`config.mk`:
```
export PLATFORM = sky130hd
export DESIGN_NAME = chss_ctrl
export DESIGN_NICKNAME = d
export VERILOG_FILES = /design/src/rtl/chss_pkg.sv /design/src/rtl/chss_ctrl.sv
export SDC_FILE = /design/constraint.sdc
export NUM_CORES = 1
export LEC_CHECK = 0
export ABC_CLOCK_PERIOD_IN_PS = 3600
export BUFFER_PORTS_ARGS = -buffer_cell sky130_fd_sc_hd__buf_2
export CAP_MARGIN = 20
export CORE_MARGIN = 3
export CORE_UTILIZATION = 57
export CTS_CLUSTER_DIAMETER = 50
export CTS_CLUSTER_SIZE = 10
export DETAILED_ROUTE_END_ITERATION = 10
export PLACE_DENSITY = 0.79
export SYNTH_ARGS = -nofsm -noshare
export SYNTH_HDL_FRONTEND = slang
export SYNTH_SLANG_ARGS = --single-unit
```
`constraint.sdc`:
```
create_clock -name clock -period 3.6 [get_ports clock]
set_input_delay 0.72 -clock clock [delete_from_list [all_inputs] [get_ports clock]]
set_output_delay 0.72 -clock clock [all_outputs]
set_load 0.02 [all_outputs]
```
`src/rtl/chss_pkg.sv`:
```
// Shared types and constants for the cubic Hermite segment sampler.
// Used by the controller, the datapath and the top level.
package chss_pkg;

   localparam int MAX_SAMPLES_DEF = 64;
   localparam int COORD_W         = 32;
   localparam int COEF_W          = 40;
   localparam int T_W             = 17;          // 0 .. 65536
   localparam int PROD_W          = COEF_W + T_W + 1;
   localparam int IDX_W           = 6;
   localparam int SPP_W           = 7;
   localparam int TSTEP_W         = 16;
   localparam int CSR_ADDR_W      = 2;
   localparam int CSR_DATA_W      = 16;
   localparam logic [T_W-1:0] ONE_Q16 = T_W'(65536);

   // Indexes past the last register are ignored on write.
   localparam logic [CSR_ADDR_W-1:0] CSR_SPP   = CSR_ADDR_W'(0);
   localparam logic [CSR_ADDR_W-1:0] CSR_TSTEP = CSR_ADDR_W'(1);

   typedef enum logic [1:0] {
      ST_IDLE,
      ST_MUL,
      ST_ADD,
      ST_OUT
   } state_type;

   typedef struct packed {
      logic       capture;    // take a control point, form coefficients
      logic       load_acc;   // accumulator <- cubic coefficient
      logic       t_clr;      // parameter back to zero
      logic       t_adv;      // parameter += t_step, clamped at one
      logic       mul;        // product <- accumulator * t
      logic       add;        // accumulator <- rounded product + coefficient
      logic [1:0] step;       // Horner step 0..2
   } cmd_type;

endpackage

```
`src/rtl/chss_ctrl.sv`:
```
// Sequencer of the sampler: accepts control points, counts samples and
// Horner steps, and drives the datapath commands. Uses chss_pkg.
module chss_ctrl
   import chss_pkg::*;
#(
   parameter int MaxSamples = MAX_SAMPLES_DEF,
   localparam int KW = $clog2(MaxSamples + 1)
) (
   input  logic             clock,
   input  logic             reset,
   input  logic             req_tvalid,
   output logic             req_tready,
   input  logic             first_point,
   input  logic [SPP_W-1:0] spp,
   output logic             rsp_tvalid,
   input  logic             rsp_tready,
   output logic [IDX_W-1:0] sample_index,
   output logic             last_of_segment,
   output cmd_type          cmd
);

   state_type     state_ff, state_in;
   logic [KW-1:0] k_ff, k_in;
   logic [KW-1:0] n_ff, n_in;
   logic [1:0]    step_ff, step_in;
   logic          have_prev_ff, have_prev_in;
   logic          req_acc, rsp_acc, last, start;
   logic [KW-1:0] n_cap;

   assign req_acc = req_tvalid && req_tready;
   assign rsp_acc = rsp_tvalid && rsp_tready;
   assign n_cap   = (32'(spp) > MaxSamples) ? KW'(MaxSamples) : KW'(spp);
   assign start   = !first_point && have_prev_ff && (n_cap != '0);
   assign last    = ((KW+1)'(k_ff) + (KW+1)'(1)) == (KW+1)'(n_ff);

   // Next state.
   always_comb begin
      state_in = state_ff;
      case (state_ff)
         ST_IDLE: if (req_acc && start) state_in = ST_MUL;
         ST_MUL:  state_in = ST_ADD;
         ST_ADD:  state_in = (step_ff == 2'd2) ? ST_OUT : ST_MUL;
         ST_OUT: begin
            if (rsp_acc) state_in = last ? ST_IDLE : ST_MUL;
         end
         default: state_in = ST_IDLE;
      endcase
   end

   // Outputs and counters.
   always_comb begin
      cmd          = '0;
      cmd.step     = step_ff;
      req_tready   = 1'b0;
      rsp_tvalid   = 1'b0;
      k_in         = k_ff;
      n_in         = n_ff;
      step_in      = step_ff;
      have_prev_in = have_prev_ff;
      case (state_ff)
         ST_IDLE: begin
            req_tready = 1'b1;
            if (req_acc) begin
               cmd.capture  = 1'b1;
               cmd.load_acc = 1'b1;
               cmd.t_clr    = 1'b1;
               have_prev_in = 1'b1;
               n_in         = n_cap;
               k_in         = '0;
               step_in      = 2'd0;
            end
         end
         ST_MUL: cmd.mul = 1'b1;
         ST_ADD: begin
            cmd.add = 1'b1;
            step_in = (step_ff == 2'd2) ? 2'd0 : step_ff + 2'd1;
         end
         ST_OUT: begin
            rsp_tvalid = 1'b1;
            if (rsp_acc && !last) begin
               cmd.load_acc = 1'b1;
               cmd.t_adv    = 1'b1;
               k_in         = k_ff + KW'(1);
            end
         end
         default: ;
      endcase
   end

   assign sample_index    = IDX_W'(k_ff);
   assign last_of_segment = last;

   always_ff @(posedge clock) begin
      if (reset) begin
         state_ff     <= ST_IDLE;
         k_ff         <= '0;
         n_ff         <= '0;
         step_ff      <= 2'd0;
         have_prev_ff <= 1'b0;
      end else begin
         state_ff     <= state_in;
         k_ff         <= k_in;
         n_ff         <= n_in;
         step_ff      <= step_in;
         have_prev_ff <= have_prev_in;
      end
   end

`ifndef SYNTHESIS
   a_no_overlap: assert property (@(posedge clock) disable iff (reset)
      !(req_tready && rsp_tvalid)) else $error("input taken while a sample is pending");
   a_k_range: assert property (@(posedge clock) disable iff (reset)
      rsp_tvalid |-> (k_ff < n_ff)) else $error("sample index past segment length");
   a_step_range: assert property (@(posedge clock) disable iff (reset)
      step_ff != 2'd3) else $error("Horner step out of range");
   a_out_after_steps: assert property (@(posedge clock) disable iff (reset)
      $rose(rsp_tvalid) |-> $past(cmd.add) && $past(step_ff) == 2'd2)
      else $error("sample shown before all Horner steps");
`endif

endmodule

```
==> impl_metrics.prom <==
# TYPE chip_impl_metric gauge
chip_impl_info{name="status",value="finished, final reports clean"} 1
chip_impl_metric{name="cts.sinks",unit=""} 19
chip_impl_metric{name="vdd_ir_drop_max",unit="mV"} 0.299
chip_impl_info{name="cell_type_contributing_the_most_total_cell_area_after_synthesis",value="dfxtp_1"} 1
chip_impl_metric{name="area_growth_syn_to_layout",unit="%"} 8.70
chip_impl_metric{name="crit_arrival",unit="ps"} 2510
chip_impl_metric{name="maxSlewHeadroom",unit="%"} 71.5
chip_impl_metric{name="syn_area",unit="um^2"} 1290
chip_impl_info{name="worstSetupStartpointType",value="register"} 1
chip_impl_metric{name="top_level_pins",unit=""} 29
chip_impl_metric{name="synth.lib_cells_used.distinct",unit=""} 48
chip_impl_metric{name="slew_violations",unit=""} 0
chip_impl_metric{name="iteration_count_of_the_initial_detailed_routing_pass",unit=""} 4
chip_impl_metric{name="layout.area.seq",unit="um^2"} 380
chip_impl_metric{name="drt_drc_violations_left",unit=""} 0
chip_impl_metric{name="ys_async_sr_fraction",unit="%"} 0
chip_impl_metric{name="fp.dieArea",unit="um^2"} 2880
chip_impl_metric{name="rows",unit=""} 16
chip_impl_info{name="synth.top_cells.by_area",value="dfxtp_1 (29%), buf_4 (5.2%), ha_1 (4.8%), nor2_1 (4.6%), a21oi_1 (4.3%)"} 1
chip_impl_metric{name="netlist.area_leader.share",unit="%"} 29.4
chip_impl_metric{name="worst_clock_skew",unit="ps"} 1.69
chip_impl_metric{name="cts.reportedPaths.clkPinSlew",unit="ps"} 110
chip_impl_info{name="critical_path.endpoint_type",value="output port"} 1
chip_impl_metric{name="antenna_violations_before_repair",unit=""} 0
chip_impl_info{name="tritoncts",value="built"} 1
chip_impl_metric{name="cts_inserted_buffers",unit=""} 3
chip_impl_metric{name="synth_nets",unit=""} 178
chip_impl_metric{name="num-fill-cells",unit=""} 189
chip_impl_info{name="hp-class",value="reg2reg"} 1
chip_impl_metric{name="wl_per_cell",unit="um"} 13.5
chip_impl_metric{name="post_cts_buffers",unit=""} 0
chip_impl_metric{name="start_util",unit="%"} 62.7
chip_impl_metric{name="postRouteWirelength",unit="um"} 2780
chip_impl_metric{name="total_of_buffers_placed_on_input_and_output_ports",unit=""} 28
chip_impl_metric{name="final_min_period_over_clock_period",unit="%"} 89.7
chip_impl_metric{name="final_setup_violation_count",unit=""} 0
chip_impl_info{name="yosys-top-cells-count",value="dfxtp_1 (19), nor2_1 (16), nand2_1 (14)"} 1
chip_impl_metric{name="hpwlAfterDp",unit="um"} 2150
chip_impl_metric{name="die_wd",unit="um"} 53.6
chip_impl_metric{name="drt.antenna.violating_nets",unit=""} 0
chip_impl_metric{name="wire_length_of_the_first_global_routing_pass",unit="um"} 4740
chip_impl_metric{name="synth_seq_cells",unit=""} 19
chip_impl_metric{name="route.vias.total",unit=""} 1227
chip_impl_metric{name="placeableCoreArea",unit="um^2"} 2060
chip_impl_metric{name="power_leakage",unit="nW"} 0.603
chip_impl_metric{name="clock_latency",unit="ps"} 300
chip_impl_metric{name="setup_total_negative_slack",unit="ps"} 0
chip_impl_metric{name="groute.usage.overall",unit="%"} 22.6
chip_impl_metric{name="cts_buffer_depth",unit=""} 2
chip_impl_metric{name="postCtsHoldBufs",unit=""} 0
chip_impl_metric{name="maxCapViolCount",unit=""} 0
chip_impl_metric{name="fmaxAchievable",unit="MHz"} 310
chip_impl_metric{name="pin_count_of_the_biggest_net_entering_global_routing",unit=""} 16
chip_impl_info{name="cts.root.buffer_cell",value="clkbuf_4"} 1
chip_impl_info{name="grt_setup_unrepaired",value="no"} 1
chip_impl_metric{name="grt.overflow.total",unit=""} 0
chip_impl_metric{name="first_iter_violations",unit=""} 37
chip_impl_metric{name="hold_ws",unit="ps"} 477
chip_impl_metric{name="h-tree-depth",unit=""} 1
chip_impl_metric{name="proportion_of_layout_cells_with_a_drive_suffix_above_1",unit="%"} 21.2
chip_impl_metric{name="finish.net_count",unit=""} 197
chip_impl_info{name="type_of_the_worst_setup_path",value="reg2out"} 1
chip_impl_metric{name="gp_routability_congestion",unit=""} 0.847
chip_impl_info{name="synthMostInstantiatedCell",value="dfxtp_1"} 1
chip_impl_metric{name="chipHeight",unit="um"} 53.6
chip_impl_metric{name="viasPerCell",unit=""} 5.96
chip_impl_metric{name="timing.final.crit_period",unit="ps"} 3230
chip_impl_metric{name="syn_area_per_cell",unit="um^2"} 8.04
chip_impl_metric{name="reg2reg_setup_slack",unit="ps"} 1300
chip_impl_metric{name="yosys_warnings",unit=""} 0
chip_impl_metric{name="cts-resized-gates",unit=""} 0
chip_impl_metric{name="worst-path-max-fanout",unit=""} 8
chip_impl_metric{name="hold_violations",unit=""} 0
chip_impl_metric{name="synth-edff-count",unit=""} 0
chip_impl_metric{name="antennaDiodeCount",unit=""} 0
chip_impl_metric{name="multi_input_comb_area",unit="um^2"} 807
chip_impl_metric{name="tightestPinTransition",unit="ps"} 421
chip_impl_metric{name="via_count_of_the_first_global_routing_pass",unit=""} 1104
chip_impl_metric{name="cellPowerDensity",unit="nW/um^2"} 391
chip_impl_info{name="ys_dominant_reg_cell",value="dfxtp_1"} 1
chip_impl_metric{name="timing.critical_path.required",unit="ps"} 2880
chip_impl_metric{name="finalPower",unit="W"} 0.000550
chip_impl_metric{name="syn_inst",unit=""} 161
chip_impl_metric{name="seq_area_frac_synth",unit="%"} 29.4
-- critical path, stage by stage, from the launching register on --
cell and delay, ps:
dfxtp_1 400, ha_1 300, and3b_1 180, or3_1 360
a31oi_1 350, nor3_2 140, nor2_1 200, o21ba_1 130
buf_2 150
-- cells by family after synthesis --
kind of cell / count (synthesis) / synth area share [%]
compound gates: 39 / 21.3
xor+xnor: 5 / 3.39
fa+ha+maj: 5 / 4.84
buf+inv: 19 / 8.22
flops: 19 / 29.4
mux: 2 / 1.64
simple gates: 72 / 31.2
-- per-layer routing --
layer,vias up,track usage (%),routed length [um]
li1,619,-,-
met1,547,29.0,1300
met2,51,36.1,1220
met3,10,3.60,173
met4,0,11.9,90
met5,-,0,0
-- metrics by stage --
step	instance area, um^2	instances	setup WS (ps)	util (%)
2_1_floorplan	1290	161	663	-
3_3_place_gp	1380	202	852	66.9
3_5_place_dp	1380	202	760	66.9
4_1_cts	1410	206	410	68.2
5_1_grt	1410	206	147	68.2
6_report	1410	206	372	68.2
-- report_power, final --
group          internal (W)  switching, W
registers          0.000224     0.0000153
logic             0.0000730      0.000127
clock network     0.0000432     0.0000676
-- worst paths after layout --
| path | startpoint | to | cells past startpoint |
|---|---|---|---|
| hold reg to reg | n_ff[6] | n_ff[6] | 2 |
| setup reg to reg | k_ff[0] | k_ff[3] | 7 |
| hold / removal | n_ff[6] | n_ff[6] | 2 |
| setup / recovery | k_ff[0] | cmd[6] | 8 |
-- layout make-up --
class / instances / area share [%]
clock buffers: 4 / 1.87
well taps: 27 / 2.40
repair buffers: 28 / 9.96
multi-input cells: 123 / 57.4
inverters: 5 / 1.33
flip-flops and latches: 19 / 27.0
-- state kept, by name, summed over array words and instances, names as in the netlist --
signal / count
k_ff: 7
have_prev_ff: 1
step_ff: 2
state_ff: 2
n_ff: 7
-- cell usage in the layout, fill, tap and decap left out, types with 3 or more instances in the layout --
| master | n |
|---|---|
| xor2_1 | 3 |
| ha_1 | 5 |
| or3_1 | 3 |
| dfxtp_1 | 19 |
| o21ai_0 | 3 |
| nor3b_1 | 6 |
| nor4_1 | 3 |
| o211ai_1 | 3 |
| buf_2 | 28 |
| o21ai_1 | 5 |
| a211o_1 | 3 |
| clkbuf_4 | 3 |
| nand2_1 | 14 |
| nand3_1 | 6 |
| nor2_1 | 16 |
| inv_1 | 5 |
| a21oi_1 | 11 |
| nand4_1 | 4 |
| and3_1 | 4 |
No activity file was read; power rests on OpenSTA's default activity.
